## src/hdl/ksv_pkg.sv

```systemverilog
package ksv_pkg;

   localparam int DELAY_W = 10;
   localparam int DRUM_W = 8;
   localparam int CSR_IDX_W = 2;
   localparam int CSR_DATA_W = 10;
   localparam int LFSR_W = 16;
   localparam int RAND_W = 7;

   localparam logic [LFSR_W-1:0] LFSR_SEED = 16'hACE1;
   localparam logic [LFSR_W-1:0] LFSR_MASK = 16'hB400;

   localparam logic [DELAY_W-1:0] DELAY_RESET = 10'd100;
   localparam logic [DRUM_W-1:0] DRUM_RESET = 8'd128;

   // Reciprocal scaling used to reduce the delay length modulo the ring depth.
   localparam int RECIP_SHIFT = 20;
   localparam int PROD_W = 27;

   typedef enum logic [CSR_IDX_W-1:0] {
      CSR_ENABLE       = 2'd0,
      CSR_DELAY_LENGTH = 2'd1,
      CSR_DRUMNESS     = 2'd2
   } ksv_csr_type;

   typedef struct packed {
      logic              enable;
      logic [DRUM_W-1:0] drumness;
      logic              settle;
   } ksv_cfg_type;

   typedef struct packed {
      logic exc;
      logic negate;
      logic hist_valid;
   } ksv_tick_type;

   typedef struct packed {
      logic a_valid;
      logic move;
      logic fwd;
   } ksv_status_type;

endpackage

```

## src/hdl/ksv_ctrl.sv

```systemverilog
module ksv_ctrl import ksv_pkg::*; #(
   parameter int RING_DEPTH = 1024,
   localparam int AW = $clog2(RING_DEPTH)
) (
   input  logic          clock,
   input  logic          reset,
   input  logic          load,
   input  logic          trigger,
   input  ksv_cfg_type   cfg,
   input  logic [AW-1:0] dmod,
   output ksv_tick_type  tick,
   output logic [AW-1:0] tick_cursor,
   output logic [AW-1:0] hist_addr
);

   localparam logic [AW:0] DEPTH_X = (AW+1)'(RING_DEPTH);
   localparam logic [AW-1:0] LAST = AW'(RING_DEPTH - 1);

   logic [AW-1:0]     cursor_ff, cursor_in;
   logic              wrapped_ff, wrapped_in;
   logic [AW-1:0]     end_ff, end_in;
   logic              exciting_ff, exciting_in;
   logic [LFSR_W-1:0] lfsr_ff, lfsr_in;

   logic              exc_now;
   logic [AW:0]       end_sum;
   logic [AW-1:0]     end_trig;
   logic [AW-1:0]     end_now;
   logic [AW-1:0]     cursor_next;
   logic [LFSR_W-1:0] lfsr_step;
   logic [AW:0]       back_sum;

   always_comb begin
      exc_now  = trigger | exciting_ff;
      end_sum  = {1'b0, cursor_ff} + {1'b0, dmod};
      end_trig = (end_sum >= DEPTH_X) ? AW'(end_sum - DEPTH_X) : end_sum[AW-1:0];
      end_now  = trigger ? end_trig : end_ff;
      cursor_next = (cursor_ff == LAST) ? '0 : cursor_ff + AW'(1);

      lfsr_step = {1'b0, lfsr_ff[LFSR_W-1:1]} ^ (lfsr_ff[0] ? LFSR_MASK : '0);

      back_sum  = (cursor_ff >= dmod) ? {1'b0, cursor_ff} - {1'b0, dmod}
                                      : {1'b0, cursor_ff} + DEPTH_X - {1'b0, dmod};
      hist_addr = back_sum[AW-1:0];

      // The ring is filled in cursor order, so an entry holds data once the
      // cursor has passed it or the cursor has gone round at least once.
      tick.exc        = exc_now;
      tick.negate     = {1'b0, lfsr_step[RAND_W-1:0]} >= cfg.drumness;
      tick.hist_valid = wrapped_ff | (hist_addr < cursor_ff);
      tick_cursor     = cursor_ff;

      cursor_in   = cursor_ff;
      wrapped_in  = wrapped_ff;
      end_in      = end_ff;
      exciting_in = exciting_ff;
      lfsr_in     = lfsr_ff;
      if (load) begin
         cursor_in   = cursor_next;
         wrapped_in  = wrapped_ff | (cursor_ff == LAST);
         end_in      = end_now;
         exciting_in = exc_now & (cursor_next != end_now);
         if (!exc_now) begin
            lfsr_in = lfsr_step;
         end
      end
   end

   always_ff @(posedge clock) begin
      if (reset) begin
         cursor_ff   <= '0;
         wrapped_ff  <= 1'b0;
         end_ff      <= '0;
         exciting_ff <= 1'b0;
         lfsr_ff     <= LFSR_SEED;
      end else begin
         cursor_ff   <= cursor_in;
         wrapped_ff  <= wrapped_in;
         end_ff      <= end_in;
         exciting_ff <= exciting_in;
         lfsr_ff     <= lfsr_in;
      end
   end

endmodule

```

## config.mk

```make
export PLATFORM = sky130hd
export DESIGN_NAME = ksv_ctrl
export DESIGN_NICKNAME = d
export VERILOG_FILES = /design/src/hdl/ksv_pkg.sv /design/src/hdl/ksv_ctrl.sv
export SDC_FILE = /design/constraint.sdc
export NUM_CORES = 1
export LEC_CHECK = 0
export BUFFER_PORTS_ARGS = -buffer_cell sky130_fd_sc_hd__buf_4
export CORE_AREA = 4 4 84 86
export CTS_CLUSTER_SIZE = 16
export DETAILED_ROUTE_END_ITERATION = 16
export DIE_AREA = 0 0 88 90
export PLACE_DENSITY = 0.75
export SYNTH_ARGS = -nofsm -noshare
export SYNTH_HDL_FRONTEND = slang
export SYNTH_SLANG_ARGS = --single-unit
```

## constraint.sdc

```tcl
create_clock -name clock -period 3.13 [get_ports clock]
set_input_delay 0.4695 -clock clock [delete_from_list [all_inputs] [get_ports clock]]
set_output_delay 0.4695 -clock clock [all_outputs]
set_load 0.1 [all_outputs]
```

==> summary.txt <==
Timing
  – Final Hold Fails: 0
  – RSZ-0062 raised after global routing: yes
  – Slew Limit Fails: 0
  – Worst Clk Skew: 0.00900 ns
  – Minimum clock period: 3.78 ns
  – Fmax: 264 MHz
  – Measured slew at the worst slew-check pin: 0.591 ns
  – Slew HR: 0.606
  – Setup ws final: -0.653 ns
  – Fin crit share: 1.21
  – Final setup violation count: 2

Synthesis
  – Avg Synthesized Cell Area: 7.53 µm²
  – Syn Nets: 491
  – Ys async rst share: 0
  – Post-Syn Area: 3230 µm²
  – Ys Warns: 0
  – EDFF count, synth: 0
  – Most common cell in the synthesized netlist: nor2_1
  – Most common flop cell mapped by yosys: dfxtp_1
  – Commonest cells in the netlist: nor2_1, nand2_1, inv_1
  – Dominant cell type by area after synthesis: dfxtp_1
  – Synth top area cells: dfxtp_1, ha_1, xnor2_1, nor2_1, nand2_1
  – Sequential fraction of the synthesis area: 0.235
  – Synthesized flop and latch total: 38
  – Gate count of the mapped netlist: 429
  – Synth cell types: 57
  – Synth top area share: 0.235

Clocking
  – Clk_lat worst skew: 0.29 ns
  – CTS Sinks: 38
  – Clock-pin slew on the worst setup and hold paths: 0.08 ns
  – H-Tree Depth: 2
  – CTS tree: built
  – Clock tree root buffer cell: clkbuf_8
  – CTS Hold Bufs: 0
  – CTS Buffer Depth: 2
  – CTS Buf Count: 5

Job
  – Max_cap viols: 0

Worst setup path
  – Worst-path fanout max: 3
  – Crit end category: primary output
  – WP data arrival: 3.31 ns
  – Type of origin of the critical path: flip-flop
  – Worst EP required: 2.66 ns
  – CP Class: reg2out

Final layout
  – Ratio of cells with drive above 1 in the final layout: 0.275
  – Nets: 563
  – Core Util, Final: 0.670
  – Area grow syn2layout: 30.0%
  – Diodes inserted: 0
  – Post-route design area: 4200 µm²

Route
  – Vias/cell: 5.42
  – Routed WL per cell: 13.9 µm
  – Via Count: 3130
  – Residual DRC count: 0
  – Drt pass-1 iters: 4
  – Post-route ant nets: 0
  – Final WL: 8010 µm
  – Initial drt markers: 209

Pwr
  – Power, Total: 1390 µW
  – PwrDens: 332 nW/µm²
  – P_leak: 0.00191 µW
  – Peak supply drop: 0.224 mV

Global routing
  – Gr ovfl total: 0
  – Pin count of the biggest net entering global routing: 39
  – Initial antenna violation count: 0
  – Gr usage total: 0.206
  – Number of global-route vias before repair: 2992
  – First-pass GRT wire length: 13500 µm

Floorplan
  – Die span in y: 90 µm
  – Io pins: 47
  – Die X: 88 µm
  – Core footprint: 6280 µm²
  – Initial core utilization: 0.515
  – Std-Cell Rows: 29
  – Die area: 7920 µm²

Run status
  – Outcome: finished with violations
  – Failing checks: negative setup slack

Min path
  – Hold Path Class: reg2reg

Placed design
  – Buffers on Ports: 44
  – Final Wtd Congestion: 0.860
  – DP HPWL: 6110 µm
  – Post-DP Area: 4030 µm²
-- power breakdown --
part | switching [µW] | internal [µW] | leakage (µW) | total, µW
Sequential | 15.1 | 505 | 0.000315 | 520
Clock | 183 | 150 | 0.0000438 | 333
Combinational | 335 | 206 | 0.00156 | 540
Total | 533 | 861 | 0.00191 | 1390
-- critical path, cell delays in order, from the launching register on --
cell      delay, ns
dfxtp_4        0.36
inv_4          0.05
ha_4           0.13
inv_2          0.04
fa_2           0.39
nand2_2        0.07
nand2_2        0.06
a21oi_4        0.14
o21ai_2        0.08
a21oi_2        0.15
o21bai_1       0.09
a21oi_2        0.25
xnor2_4        0.16
ha_4           0.23
and3_4         0.15
a21oi_2        0.11
o21ai_2        0.08
o31ai_4        0.26
buf_12         0.21
-- layout make-up --
cell class	count	area, µm²
Inverter	42	160
Clock inverter	2	10.0
Sequential cell	38	779
Multi-Input combinational cell	325	2390
Tap cell	77	96.3
Fill cell	552	2070
Timing Repair Buffer	89	693
Clock buffer	5	68.8
-- cells by family (layout without fill, tap and decap cells) --
kind of cell / after synthesis / in the layout / synth area share
buf+inv: 66 / 138 / 0.0825
flops: 38 / 38 / 0.235
mux: 5 / 5 / 0.0155
fa+ha+maj: 38 / 38 / 0.152
simple gates: 160 / 160 / 0.246
compound gates: 90 / 90 / 0.182
xor+xnor: 32 / 32 / 0.0867
-- path summary, 6_finish.rpt --
kind,startpoint,end,slack (ns),cells after the start
max,tick_cursor[0]$_SDFFE_PP0P_,tick[0],-0.65,18
min,lfsr_ff[9]$_SDFFE_PP0P_,lfsr_ff[8]$_SDFFE_PP0P_,0.46,2
max reg2reg,tick_cursor[0]$_SDFFE_PP0P_,exciting_ff$_SDFFE_PP0P_,0.33,11
min reg2reg,lfsr_ff[9]$_SDFFE_PP0P_,lfsr_ff[8]$_SDFFE_PP0P_,0.46,2
-- through the flow --
| step | TNS [ns] | instances | hold WS (ns) | worst slack [ns] |
|---|---|---|---|---|
| floorplan | -1.43 | 429 | 0.432 | -1.43 |
| global placement | -0.680 | 566 | 0.442 | -0.633 |
| detailed placement | -0.773 | 566 | 0.448 | -0.707 |
| CTS | -0.743 | 576 | 0.459 | -0.665 |
| global route | -1.01 | 578 | 0.477 | -0.765 |
| finish | -0.659 | 578 | 0.457 | -0.653 |
-- state kept, by name, summed over array words and instances, names as in the netlist --
name,count
end_ff,10
exciting_ff,1
lfsr_ff,16
tick_cursor,10
wrapped_ff,1
-- cells in the final DEF (no fill, tap or decap), drive strengths merged, types with 4 or more instances in the layout --
cell	n
buf	89
nor2	57
nand2	42
inv	42
dfxtp	38
ha	36
a21oi	28
xnor2	26
o21ai	20
nand3	8
a211oi	8
nand3b	8
and3	7
nor2b	6
a21o	6
xor2	6
nor3	5
mux2i	5
clkbuf	5
and2	4
or3	4
a311oi	4
a31oi	4
nand2b	4
nor4	4
-- per-layer routing --
metal  wire length (µm)  track usage
met1               3500        0.268
met2               4060        0.347
met3                323       0.0201
met4                136       0.0716
met5                  0            0
-- what timing repair did --
| action | 4_1_cts | 5_1_grt |
|---|---|---|
| pin swaps | 11 | 7 |
| gates resized for setup | 7 | 7 |
| endpoints found under the setup margin | 3 | 5 |
| buffers inserted | 3 | 2 |
Note: power is estimated with default switching activity, not from simulation.
