<file path="src/hdl/ksv_pkg.sv">
package ksv_pkg;

   localparam int DELAY_W = 10;
   localparam int DRUM_W = 8;
   localparam int CSR_IDX_W = 2;
   localparam int CSR_DATA_W = 10;
   localparam int LFSR_W = 16;
   localparam int RAND_W = 7;

   localparam logic [LFSR_W-1:0] LFSR_SEED = 16'hACE1;
   localparam logic [LFSR_W-1:0] LFSR_MASK = 16'hB400;

   localparam logic [DELAY_W-1:0] DELAY_RESET = 10'd100;
   localparam logic [DRUM_W-1:0] DRUM_RESET = 8'd128;

   // Reciprocal scaling used to reduce the delay length modulo the ring depth.
   localparam int RECIP_SHIFT = 20;
   localparam int PROD_W = 27;

   typedef enum logic [CSR_IDX_W-1:0] {
      CSR_ENABLE       = 2'd0,
      CSR_DELAY_LENGTH = 2'd1,
      CSR_DRUMNESS     = 2'd2
   } ksv_csr_type;

   typedef struct packed {
      logic              enable;
      logic [DRUM_W-1:0] drumness;
      logic              settle;
   } ksv_cfg_type;

   typedef struct packed {
      logic exc;
      logic negate;
      logic hist_valid;
   } ksv_tick_type;

   typedef struct packed {
      logic a_valid;
      logic move;
      logic fwd;
   } ksv_status_type;

endpackage

</file>
<file path="src/hdl/ksv_dp.sv">
module ksv_dp import ksv_pkg::*; #(
   parameter int RING_DEPTH = 1024,
   parameter int SAMPLE_BITS = 16,
   localparam int AW = $clog2(RING_DEPTH)
) (
   input  logic                          clock,
   input  logic                          reset,
   input  logic                          load,
   input  ksv_tick_type                  tick,
   input  logic [AW-1:0]                 tick_cursor,
   input  logic [AW-1:0]                 hist_addr,
   input  logic signed [SAMPLE_BITS-1:0] excitation,
   input  logic [SAMPLE_BITS-1:0]        ram_rd_data,
   output logic                          ram_wr_en,
   output logic [AW-1:0]                 ram_wr_addr,
   output logic [SAMPLE_BITS-1:0]        ram_wr_data,
   output ksv_status_type                status,
   output logic                          rsp_valid,
   input  logic                          rsp_ready,
   output logic signed [SAMPLE_BITS-1:0] rsp_sample
);

   localparam int SB = SAMPLE_BITS;
   localparam logic signed [SB-1:0] SMIN = {1'b1, {(SB-1){1'b0}}};
   localparam logic signed [SB-1:0] SMAX = {1'b0, {(SB-1){1'b1}}};

   logic                 a_valid_ff, a_valid_in;
   ksv_tick_type         a_tick_ff;
   logic                 a_fwd_ff;
   logic [AW-1:0]        a_cursor_ff;
   logic signed [SB-1:0] a_exc_ff;
   logic signed [SB-1:0] fwd_data_ff;
   logic signed [SB-1:0] prev_ff, prev_in;
   logic                 rsp_valid_ff, rsp_valid_in;
   logic signed [SB-1:0] rsp_sample_ff;

   logic                 move;
   logic signed [SB-1:0] hist;
   logic signed [SB:0]   sum;
   logic signed [SB:0]   adj;
   logic signed [SB-1:0] avg;
   logic signed [SB-1:0] neg_avg;
   logic signed [SB-1:0] result;

   always_comb begin
      move = a_valid_ff & (~rsp_valid_ff | rsp_ready);

      if (!a_tick_ff.hist_valid) begin
         hist = '0;
      end else if (a_fwd_ff) begin
         hist = fwd_data_ff;
      end else begin
         hist = $signed(ram_rd_data);
      end

      // Add one to a negative sum before the shift so the halving rounds
      // toward zero.
      sum     = {prev_ff[SB-1], prev_ff} + {hist[SB-1], hist};
      adj     = sum + (SB+1)'(sum[SB]);
      avg     = adj[SB:1];
      neg_avg = (avg == SMIN) ? SMAX : -avg;

      if (a_tick_ff.exc) begin
         result = a_exc_ff;
      end else if (a_tick_ff.negate) begin
         result = neg_avg;
      end else begin
         result = avg;
      end

      a_valid_in = load | (a_valid_ff & ~move);
      prev_in    = move ? result : prev_ff;

      if (move) begin
         rsp_valid_in = 1'b1;
      end else if (rsp_ready) begin
         rsp_valid_in = 1'b0;
      end else begin
         rsp_valid_in = rsp_valid_ff;
      end
   end

   always_ff @(posedge clock) begin
      if (reset) begin
         a_valid_ff   <= 1'b0;
         rsp_valid_ff <= 1'b0;
         prev_ff      <= '0;
         a_tick_ff    <= '0;
         a_fwd_ff     <= 1'b0;
      end else begin
         a_valid_ff   <= a_valid_in;
         rsp_valid_ff <= rsp_valid_in;
         prev_ff      <= prev_in;
         if (load) begin
            a_tick_ff <= tick;
            // The older transaction may write the very entry read this cycle.
            a_fwd_ff  <= move & (a_cursor_ff == hist_addr);
         end
      end
   end

   always_ff @(posedge clock) begin
      if (load) begin
         a_cursor_ff <= tick_cursor;
         a_exc_ff    <= excitation;
         fwd_data_ff <= result;
      end
      if (move) begin
         rsp_sample_ff <= result;
      end
   end

   assign ram_wr_en      = move;
   assign ram_wr_addr    = a_cursor_ff;
   assign ram_wr_data    = result;
   assign status.a_valid = a_valid_ff;
   assign status.move    = move;
   assign status.fwd     = a_fwd_ff;
   assign rsp_valid      = rsp_valid_ff;
   assign rsp_sample     = rsp_sample_ff;

endmodule

</file>
<file path="config.mk">
export PLATFORM = sky130hd
export DESIGN_NAME = ksv_dp
export DESIGN_NICKNAME = d
export VERILOG_FILES = /design/src/hdl/ksv_pkg.sv /design/src/hdl/ksv_dp.sv
export SDC_FILE = /design/constraint.sdc
export NUM_CORES = 1
export LEC_CHECK = 0
export BUFFER_PORTS_ARGS = -buffer_cell sky130_fd_sc_hd__buf_2
export CORE_UTILIZATION = 40
export DETAILED_ROUTE_END_ITERATION = 8
export PLACE_DENSITY = 0.72
export SYNTH_ARGS = -nofsm -noshare
export SYNTH_HDL_FRONTEND = slang
export SYNTH_SLANG_ARGS = --single-unit
</file>
<file path="constraint.sdc">
create_clock -name clock -period 7.9 [get_ports clock]
set_clock_uncertainty 0.2 [all_clocks]
set_input_delay 1.58 -clock clock [delete_from_list [all_inputs] [get_ports clock]]
set_output_delay 1.58 -clock clock [all_outputs]
set_load 0.02 [all_outputs]
</file>
==> results.sh <==
export IMPL_ioPinCount=106
export IMPL_cts_setup_buffers=0
export IMPL_grt_max_degree=49
export IMPL_slew_headroom_pct=26.7
export IMPL_grt_pass1_wl_um=19800
export IMPL_synth_cells=490
export IMPL_cts_buffers=9
export IMPL_rsz0062_at_grt="no"
export IMPL_globalRouteOverflowTotal=0
export IMPL_worst_pin_slew_ns=1.10
export IMPL_async_flop_share_pct=0
export IMPL_powerDensity_nw_per_um2=197
export IMPL_cts_num_sinks=80
export IMPL_swShare_pct=30.3
export IMPL_synth_top_area_share_pct=34.6
export IMPL_antenna_found_initial=0
export IMPL_core_area_sq_um=12100
export IMPL_p_leak_nw=2.34
export IMPL_vias=4330
export IMPL_synth_top_flop_cell="edfxtp_1"
export IMPL_firstDrtPassIters=7
export IMPL_end_kind="primary output"
export IMPL_worst_setup_path_start_kind="primary input"
export IMPL_drtAntennaViolNets=0
export IMPL_dieArea_sq_um=13000
export IMPL_muxShareOfSynthArea_pct=4.68
export IMPL_holdBufCountCts=0
export IMPL_vias_per_cell=5.74
export IMPL_place_area_sq_um=5650
export IMPL_dpl_hpwl_um=9380
export IMPL_fin_nets=659
export IMPL_first_global_vias=4081
export IMPL_cp_max_fo=13
export IMPL_period_share_pct=96.6
export IMPL_drv_cap=0
export IMPL_wl_per_cell_um=16.7
export IMPL_yosys_warnings=0
export IMPL_yosysTopAreaCell="edfxtp_1"
export IMPL_initial_core_util_pct=41.5
export IMPL_synth_fa_ha_area_share_pct=4.63
export IMPL_fin_util_pct=48.9
export IMPL_peakVddDrop_mv=0.168
export IMPL_hold_path_class="register to register"
export IMPL_cp_data_arrival_time_ns=5.85
export IMPL_drv_slew=0
export IMPL_io_buffers=105
export IMPL_synthXorXnorAreaFrac_pct=6.74
export IMPL_ys_seq_elements=80
export IMPL_drtIter0Drc=427
export IMPL_gp_congestion=0.883
export IMPL_worst_hold_slack_ns=0.257
export IMPL_clk_latency_ns=0.34
export IMPL_combPwrFrac_pct=24.0
export IMPL_seq_power_share_pct=44.2
export IMPL_p_clk_share_pct=31.7
export IMPL_syn2layout_area_growth_pct=17.7
export IMPL_drive_gt1_share_pct=24.7
export IMPL_hold_viol_final=0
export IMPL_synthDistinctLibCells=69
export IMPL_synth_top_family_by_area="compound AO/OA/AOI/OAI gates"
export IMPL_htree_levels=3
export IMPL_clockRootBuffer="clkbuf_16"
export IMPL_p_int_mw=0.811
export IMPL_diodes=0
export IMPL_fin_area_sq_um=5920
export IMPL_critPathRequiredTime_ns=6.12
export IMPL_switchingPower_mw=0.353
export IMPL_yosys_top_cells_area="edfxtp_1 35%, dfxtp_1 8.8%, mux2i_1 4.4%"
export IMPL_synth_compound_area_share_pct=19.5
export IMPL_total_power_mw=1.16
export IMPL_synth_cell_area_sq_um=5030
export IMPL_ctsResizeCount=0
export IMPL_drc=0
export IMPL_cts_tree="built"
export IMPL_avgSynthCellArea_sq_um=10.3
export IMPL_tns_ns=0
export IMPL_synth_simple_area_share_pct=17.4
export IMPL_status="completed"
export IMPL_final_common_cell="buf_2"
export IMPL_track_usage_pct=19.6
export IMPL_clk_pin_slew_ns=0.06
export IMPL_drt_wl_total_um=12600
export IMPL_die_w_um=114
export IMPL_fp_dieH_um=114
export IMPL_ys_seq_area_share_pct=43.4
export IMPL_synth_nets=567
export IMPL_placementRows=40
export IMPL_synth_edf_count=58
export IMPL_setup_violations=0
export IMPL_path_class="primary input to primary output"
export IMPL_finalCriticalPeriod_ns=7.63
export IMPL_most_common_layout_cells="105 x buf_2, 58 x edfxtp_1, 35 x a21oi_1"
export IMPL_clock_fmax_ghz=0.131
export IMPL_cts_buffer_depth=2
[power by group through the flow]
stage / sequential (mW) / clock, mW / combinational [mW]
2_1_floorplan: 0.531 / 0 / 0.178
3_3_place_gp: 0.522 / 0 / 0.271
3_5_place_dp: 0.524 / 0 / 0.276
4_1_cts: 0.515 / 0.372 / 0.278
5_1_grt: 0.519 / 0.389 / 0.302
6_report: 0.515 / 0.369 / 0.280
[logic make-up (layout without fill, tap and decap cells)]
family / after synthesis / in the layout
adder cells (fa/ha/maj): 18 / 18
AND/OR/NAND/NOR: 159 / 160
buffers and inverters: 40 / 136
flip-flops: 80 / 80
multiplexers: 23 / 23
XOR/XNOR: 37 / 37
AO/OA/AOI/OAI: 133 / 133
[state kept, by name (all words and copies together), names as in the netlist]
| signal | cells |
|---|---|
| a_exc_ff | 16 |
| a_fwd_ff | 1 |
| a_tick_ff | 3 |
| a_valid_ff | 1 |
| fwd_data_ff | 16 |
| prev_ff | 16 |
| ram_wr_addr | 10 |
| rsp_sample | 16 |
| rsp_valid | 1 |
[per-stage QoR]
step	worst slack, ns	std cells
final	0.271	755
after global routing	0.0234	755
after CTS	0.314	754
after detailed placement	0.328	738
after global placement	0.466	738
after floorplan	0.848	490
[routing by layer]
layer / global-route usage [%] / up-vias / routed length [um]
li1: - / 2043 / -
met1: 25.6 / 2082 / 5540
met2: 31.3 / 178 / 5810
met3: 4.08 / 27 / 877
met4: 8.92 / 0 / 373
met5: 0 / - / 0
[path summary, 6_finish.rpt]
kind | from | end | slack (ns) | depth (start not counted)
hold / removal | prev_ff[5] | prev_ff[5] | 0.26 | 2
setup reg to reg | a_fwd_ff | prev_ff[13] | 2.32 | 16
hold reg to reg | prev_ff[5] | prev_ff[5] | 0.26 | 2
setup / recovery | ram_rd_data[7] | ram_wr_data[11] | 0.27 | 17
[worst max-delay path, cell delays in order]
cell	delay [ns]
buf_2	0.10
mux2i_1	0.14
nor2b_1	0.09
ha_1	0.46
nand3_1	0.25
or3_1	0.46
a2111o_1	0.50
and2_1	0.25
nand3_1	0.13
xor2_1	0.21
ha_1	0.22
o21ai_1	0.15
nor3_2	0.42
and2_4	0.32
nor2_1	0.08
a2bb2oi_1	0.27
buf_2	0.22
[area by class of cell]
cell class | count | area (sq um)
sequential | 80 | 2180
fill | 1150 | 6190
tap | 168 | 210
clock inverter | 4 | 23.8
inverter | 11 | 41.3
timing repair buffer | 109 | 556
clock buffer | 12 | 236
multi-input combinational | 371 | 2670
[Yosys cell counts, types with 11 or more instances]
library cell and count:
inv_1 11, dfxtp_1 22, nand2b_1 11, mux2i_1 22
nand2_1 32, a21oi_1 35, ha_1 17, nor2b_1 20
xor2_1 18, xnor2_1 17, nor2_1 28, clkbuf_1 20
nor3_1 13, edfxtp_1 58
No activity file was read; power rests on OpenSTA's default activity.
