--- config.mk ---
export PLATFORM = sky130hd
export DESIGN_NAME = ksv_cfg
export DESIGN_NICKNAME = d
export VERILOG_FILES = /design/src/hdl/ksv_pkg.sv /design/src/hdl/ksv_cfg.sv
export SDC_FILE = /design/constraint.sdc
export NUM_CORES = 1
export LEC_CHECK = 0
export ABC_AREA = 1
export CAP_MARGIN = 0
export CORE_ASPECT_RATIO = 1.1
export CORE_MARGIN = 2
export CORE_UTILIZATION = 41
export CTS_BUF_LIST = sky130_fd_sc_hd__clkbuf_2
export DETAILED_ROUTE_END_ITERATION = 7
export DONT_BUFFER_PORTS = 1
export HOLD_SLACK_MARGIN = 0.05
export PLACE_DENSITY = 0.57
export REMOVE_ABC_BUFFERS = 1
export SLEW_MARGIN = 20
export SYNTH_ARGS = -nofsm -noshare
export SYNTH_HDL_FRONTEND = slang
export SYNTH_SLANG_ARGS = --single-unit
--- constraint.sdc ---
create_clock -name clock -period 1.11 [get_ports clock]
set_clock_uncertainty 0.2 [all_clocks]
set_input_delay 0.222 -clock clock [delete_from_list [all_inputs] [get_ports clock]]
set_output_delay 0.222 -clock clock [all_outputs]
set_load 0.02 [all_outputs]
--- src/hdl/ksv_pkg.sv ---
package ksv_pkg;

   localparam int DELAY_W = 10;
   localparam int DRUM_W = 8;
   localparam int CSR_IDX_W = 2;
   localparam int CSR_DATA_W = 10;
   localparam int LFSR_W = 16;
   localparam int RAND_W = 7;

   localparam logic [LFSR_W-1:0] LFSR_SEED = 16'hACE1;
   localparam logic [LFSR_W-1:0] LFSR_MASK = 16'hB400;

   localparam logic [DELAY_W-1:0] DELAY_RESET = 10'd100;
   localparam logic [DRUM_W-1:0] DRUM_RESET = 8'd128;

   // Reciprocal scaling used to reduce the delay length modulo the ring depth.
   localparam int RECIP_SHIFT = 20;
   localparam int PROD_W = 27;

   typedef enum logic [CSR_IDX_W-1:0] {
      CSR_ENABLE       = 2'd0,
      CSR_DELAY_LENGTH = 2'd1,
      CSR_DRUMNESS     = 2'd2
   } ksv_csr_type;

   typedef struct packed {
      logic              enable;
      logic [DRUM_W-1:0] drumness;
      logic              settle;
   } ksv_cfg_type;

   typedef struct packed {
      logic exc;
      logic negate;
      logic hist_valid;
   } ksv_tick_type;

   typedef struct packed {
      logic a_valid;
      logic move;
      logic fwd;
   } ksv_status_type;

endpackage

--- src/hdl/ksv_cfg.sv ---
module ksv_cfg import ksv_pkg::*; #(
   parameter int RING_DEPTH = 1024,
   localparam int AW = $clog2(RING_DEPTH)
) (
   input  logic                  clock,
   input  logic                  reset,
   input  logic                  csr_write_en,
   input  logic [CSR_IDX_W-1:0]  csr_index,
   input  logic [CSR_DATA_W-1:0] csr_wdata,
   output ksv_cfg_type           cfg,
   output logic [AW-1:0]         dmod
);

   localparam int RECIP = (1 << RECIP_SHIFT) / RING_DEPTH;
   localparam logic [AW-1:0] DMOD_RESET = AW'(int'(DELAY_RESET) % RING_DEPTH);
   localparam logic [DELAY_W-1:0] QUOT_RESET = DELAY_W'(int'(DELAY_RESET) / RING_DEPTH);

   logic              enable_ff, enable_in;
   logic [DRUM_W-1:0] drum_ff, drum_in;
   logic [DELAY_W-1:0] delay_ff, delay_in;
   logic [DELAY_W-1:0] quot_ff, quot_in;
   logic [AW-1:0]     dmod_ff, dmod_in;
   logic              settle_ff, settle_in;

   logic [PROD_W-1:0] prod;
   logic [31:0]       rem_wide;
   logic [31:0]       rem_fix;

   always_comb begin
      enable_in = enable_ff;
      drum_in   = drum_ff;
      delay_in  = delay_ff;
      quot_in   = quot_ff;
      settle_in = 1'b0;
      // Quotient estimate is low by at most one; the remainder stage corrects it.
      prod = PROD_W'(csr_wdata[DELAY_W-1:0]) * PROD_W'(RECIP);
      if (csr_write_en) begin
         case (ksv_csr_type'(csr_index))
            CSR_ENABLE: begin
               enable_in = csr_wdata[0];
            end
            CSR_DELAY_LENGTH: begin
               delay_in  = csr_wdata[DELAY_W-1:0];
               quot_in   = DELAY_W'(prod >> RECIP_SHIFT);
               settle_in = 1'b1;
            end
            CSR_DRUMNESS: begin
               drum_in = csr_wdata[DRUM_W-1:0];
            end
            default: begin
            end
         endcase
      end
      rem_wide = 32'(delay_ff) - 32'(quot_ff) * 32'(RING_DEPTH);
      rem_fix  = (rem_wide >= 32'(RING_DEPTH)) ? rem_wide - 32'(RING_DEPTH) : rem_wide;
      dmod_in  = rem_fix[AW-1:0];
   end

   always_ff @(posedge clock) begin
      if (reset) begin
         enable_ff <= 1'b0;
         drum_ff   <= DRUM_RESET;
         delay_ff  <= DELAY_RESET;
         quot_ff   <= QUOT_RESET;
         dmod_ff   <= DMOD_RESET;
         settle_ff <= 1'b0;
      end else begin
         enable_ff <= enable_in;
         drum_ff   <= drum_in;
         delay_ff  <= delay_in;
         quot_ff   <= quot_in;
         dmod_ff   <= dmod_in;
         settle_ff <= settle_in;
      end
   end

   assign cfg.enable   = enable_ff;
   assign cfg.drumness = drum_ff;
   assign cfg.settle   = settle_ff;
   assign dmod         = dmod_ff;

endmodule

==> metrics.txt, run 1 <==
post-synth top area share=0.542; ys flop type=dfxtp_1; Worst-path clk slew=0.15 ns; Least-Margin Pin Slew=0.325 ns; crit-path cells=buf_6; row count=19; Max Cap Viol=0; # DRC=0; unrepaired setup endpoints after global routing=true; sequential share of power=0.492; clock insertion delay at the later pin of the skew report=0.36 ns; Sw Pwr=0.527 mW; All-Layer GR Usage=0.177; YS warnings=0; ys async rst share=0; Largest stage delay, worst path=0.38 ns; IO Port Bufs=0; PwrDens=1600 mW/mm2; DRT Wirelength=2380 um; largest family of logic cells by synthesized area=simple AND/OR/NAND/NOR gates; Root Buffer=clkbuf_2; relative slew slack=0.783; drt first pass iters=4; Pint=1.82 mW; min-delay worst type=in -> reg; die area=0.00314 mm2; area post-placement=0.00115 mm2; setup TNS=-3.91 ns; core area=0.00254 mm2; post-route setup slack=-0.169 ns; first-pass GRT wire length=3880 um; antenna violations before repair=0; FMAX=0.782 GHz; WP data arrival=0.86 ns; Slowest-stage cell, CP=dfxtp_2; minimum clock period=1.28 ns; Post-synth EDFFs=0; Cell Count, Final, Fillers Out=183; total gr overflow=0; Slew Limit Fails=0; status=complete, but fails checks; io pins=35; Post-Synth Simple-Gate Area=0.275; Die X-Extent=53.6 um; P_leak=0.728 nW; GPL Wtd Cong=0.779; ANT nets after route=0; Area Overhead vs Synth=31.9%; Critical Path RT=0.69 ns; Die Span Y=58.5 um; Initial Util=0.436; CTS max path bufs=2; Util after Layout=0.575; Max IR drop VDD=1270 uV; Netlist cell types=17; worst slack, placed=0.0294 ns; Tcrit/Tclk final=1.15; share of layout cells above drive strength 1=0.329; register bit total from synthesis=30; mux share of post-synthesis cell area=0; Detailed Place HPWL=1450 um; Startpoint Class=flip-flop; CP endpoint kind=primary output; register area share after synthesis=0.542; H-tree depth=2; adder-cell area share of the yosys netlist=0; vias in the first global route=882; mean area per synthesized cell=8.53 um2; Post-Syn Area=0.00111 mm2; failing checks=hold timing, setup timing; Post-Synth XOR/XNOR Area=0; synth top area cells=dfxtp_1 54%, nand2_1 10%, inv_1 6.1%; worst-path fanout max=2; final hold violation count=15; Clock power frac=0.415; crit-path leading delay family=flip-flops; Compound-Gate Fraction of Synth Area=0.0598; # setup viols final=47; Comb pwr share=0.092; Worst Path Buf+Inv=1; Vias=856; sw frac=0.225; dpl cells=162; CP Class=reg -> out; largest area contributor in the netlist=dfxtp_1; CTS Buf Count=5; largest net degree at the start of global routing=17; Tot Pwr=2.34 mW; routed len/inst=13.0 um; CTS tree=done; drt initial violations=15; post-route cell area=0.00146 mm2; Cells after Synth=130; Post-synth top cells=30 x dfxtp_1, 30 x nand2_1, 18 x inv_1; via/cell ratio=4.68; hold_ws=-0.205 ns; Sink Count=30; Final nets=166; antenna cells=0
## placed cells by master, fill, tap and decap left out, drive strengths merged
cell type,n
dlygate4sd3,11
clkbuf,5
nand4,1
nand2,31
bufinv,2
nor2,18
clkinv,1
dfxtp,30
buf,9
nand3,6
or2,3
dlymetal6s4s,1
inv,19
a21oi,8
nor3,7
## registers in the layout, summed over array words and instances, names as in the netlist
register / flops
dmod: 10
delay_ff: 10
settle_ff: 1
drum_ff: 8
enable_ff: 1
## metal layers
| layer | wire length, um | vias up | track usage |
|---|---|---|---|
| met3 | 144 | 5 | 0.0888 |
| met5 | 0 | - | 0 |
| met1 | 959 | 392 | 0.188 |
| li1 | - | 435 | - |
| met4 | 41 | 0 | 0.0916 |
| met2 | 1230 | 24 | 0.282 |
## final timing paths
check                             startpoint          end  slack, ns  depth (start not counted)
worst min register to register   delay_ff[6]      dmod[6]       0.25                          1
worst max-delay path              drum_ff[4]       cfg[5]      -0.17                          1
worst min-delay path            csr_index[1]  delay_ff[9]      -0.20                          2
worst max register to register   delay_ff[2]  delay_ff[2]       0.09                          3
## logic make-up after synthesis
kind of cell | after synthesis
simple gates | 66
buf+inv | 26
flops | 30
compound gates | 8
## repair_timing
action                                  4_1_cts  5_1_grt
gates resized for setup                      40        2
buffers inserted                              0        1
hold buffers                                 11        2
hold endpoints to repair                     30       30
endpoints found under the setup margin       20       40
## power groups by stage
stage          Clock (mW)  Sequential (mW)  Combinational [mW]
4_1_cts             0.996             1.15               0.206
3_5_place_dp            0             1.19               0.156
5_1_grt              1.06             1.16               0.239
2_1_floorplan           0             1.20              0.0925
6_report            0.973             1.15               0.216
3_3_place_gp            0             1.19               0.153
## final cells by class
| type | count | area (um2) |
|---|---|---|
| clock buffer | 5 | 25.0 |
| clock inverter | 3 | 63.8 |
| fill | 224 | 1080 |
| inverter | 19 | 71.3 |
| multi-input combinational | 74 | 377 |
| sequential | 30 | 658 |
| tap | 31 | 38.8 |
| timing repair buffer | 21 | 229 |
No activity file was read; power rests on OpenSTA's default activity.
==> run 2, diff against run 1 <==
CAP_MARGIN = 25   (was 0)
REMOVE_ABC_BUFFERS = default   (was 1)
==> metrics.txt, run 2 (synthesis results as in run 1) <==
Tcrit/Tclk final=1.12; ANT nets after route=0; Final nets=166; Startpoint Class=input pin; die area=0.00314 mm2; first-pass GRT wire length=3650 um; via/cell ratio=4.72; Root Buffer=clkbuf_2; hold_ws=-0.217 ns; critical path depth=6; GPL Wtd Cong=0.739; clock insertion delay at the later pin of the skew report=0.35 ns; Worst Path Buf+Inv=2; antenna violations before repair=0; CP Class=in -> reg; status=complete, but fails checks; sw frac=0.259; Pint=1.38 mW; most frequent cells in the layout=30 x nand2_1, 18 x inv_1, 17 x nor2_1, 13 x dfxtp_4, 11 x dlygate4sd3_1; P_leak=0.699 nW; relative slew slack=0.796; Max Cap Viol=0; CTS tree=done; crit path from=csr_index[0]; minimum clock period=1.25 ns; Worst Setup EP=delay_ff[5]; worst hold start=reset; Mapped Nets=145; Slew Limit Fails=0; r2r worst-path depth=3; r2r setup slk=0.08 ns; min-delay worst type=in -> reg; largest net degree at the start of global routing=16; H-tree depth=2; CTS max path bufs=2; most common cell after layout, fill and taps aside=nand2_1; routed len/inst=11.9 um; Sink Count=30; # DRC=0; sequential share of power=0.620; Largest stage delay, worst path=0.66 ns; drt first pass iters=4; DRT Wirelength=2160 um; final hold violation count=23; worst-path fanout max=11; FMAX=0.801 GHz; failing checks=hold timing, setup timing; antenna cells=0; Slowest-stage cell, CP=dlygate4sd3_1; Util after Layout=0.552; unrepaired setup endpoints after global routing=true; crit-path cells=inv_2 -> nor2_8 -> dlygate4sd3_1 -> nand2_4 -> nand2_1 -> nand2_1; share of layout cells above drive strength 1=0.338; CTS Buf Count=5; Detailed Place HPWL=1500 um; dpl cells=163; Area Overhead vs Synth=26.6%; crit-path leading delay family=buffers and inverters; total gr overflow=0; core area=0.00254 mm2; PwrDens=1320 mW/mm2; CP endpoint kind=flip-flop; Clock power frac=0.269; Comb pwr share=0.111; CP most frequent cell=nand2_1; Vias=859; reg2reg start=delay_ff[5]; Worst-path clk slew=0.14 ns; # setup viols final=31; All-Layer GR Usage=0.168; drt initial violations=24; Critical Path RT=1.18 ns; vias in the first global route=832; Die X-Extent=53.6 um; Max IR drop VDD=848 uV; Initial Util=0.436; Cell Count, Final, Fillers Out=182; Die Span Y=58.5 um; post-route setup slack=-0.139 ns; Tot Pwr=1.86 mW; FF-to-FF End=delay_ff[5]; IO Port Bufs=0; Least-Margin Pin Slew=0.303 ns; Sw Pwr=0.480 mW; row count=19; WP data arrival=1.31 ns; io pins=35
run 2: changes by cell type in the layout (fill, tap and decap cells not counted), sizes merged:
| cell | change |
|---|---|
| clkbuf | +2 |
| dlymetal6s4s | -1 |
| buf | +1 |
| bufinv | -2 |
| clkinv | -1 |
run 2: how the worst min path moves through the flow:
| stage | end | slack (ns) | depth (start not counted) |
|---|---|---|---|
| after floorplan | dmod[2] | 0.14 | 1 |
| after global placement | dmod[2] | 0.15 | 1 |
| after detailed placement | dmod[2] | 0.15 | 1 |
| after CTS | dmod[2] | -0.25 | 1 |
| after global routing | dmod[2] | -0.25 | 1 |
| final | dmod[2] | -0.22 | 1 |
run 2: area by class of cell:
class                      instances  area (um2)
multi-input combinational         74         377
tap                               31        38.8
clock buffer                       7        35.0
inverter                          19        71.3
fill                             242        1140
timing repair buffer              21         224
sequential                        30         658
run 2: what timing repair did:
item | CTS | global route
hold buffers | 11 | 1
buffers inserted | 0 | 1
endpoints found under the hold margin | 30 | 29
gates resized for setup | 40 | 1
endpoints found under the setup margin | 20 | 31
run 2: routing by layer:
layer / up-vias / global-route usage / routed length (um)
met1: 389 / 0.185 / 861
met4: 0 / 0.0769 / 43
li1: 434 / - / -
met5: - / 0 / 0
met3: 6 / 0.0838 / 176
met2: 30 / 0.266 / 1080
run 2: per-stage QoR:
stage	setup TNS [ns]	area (um2)	setup WS, ns	hold WS (ns)
floorplan	0	1110	0.0420	0.139
global placement	0	1160	0.0893	0.148
detailed placement	0	1160	0.0514	0.148
CTS	-3.69	1390	-0.172	-0.249
global route	-4.19	1400	-0.206	-0.252
finish	-2.79	1400	-0.139	-0.217
run 2: power groups by stage:
stage	Clock, mW	Sequential, mW	Combinational (mW)
floorplan	0	1.20	0.124
global placement	0	1.19	0.154
detailed placement	0	1.19	0.159
CTS	0.530	1.15	0.203
global route	0.591	1.16	0.231
finish	0.499	1.15	0.206
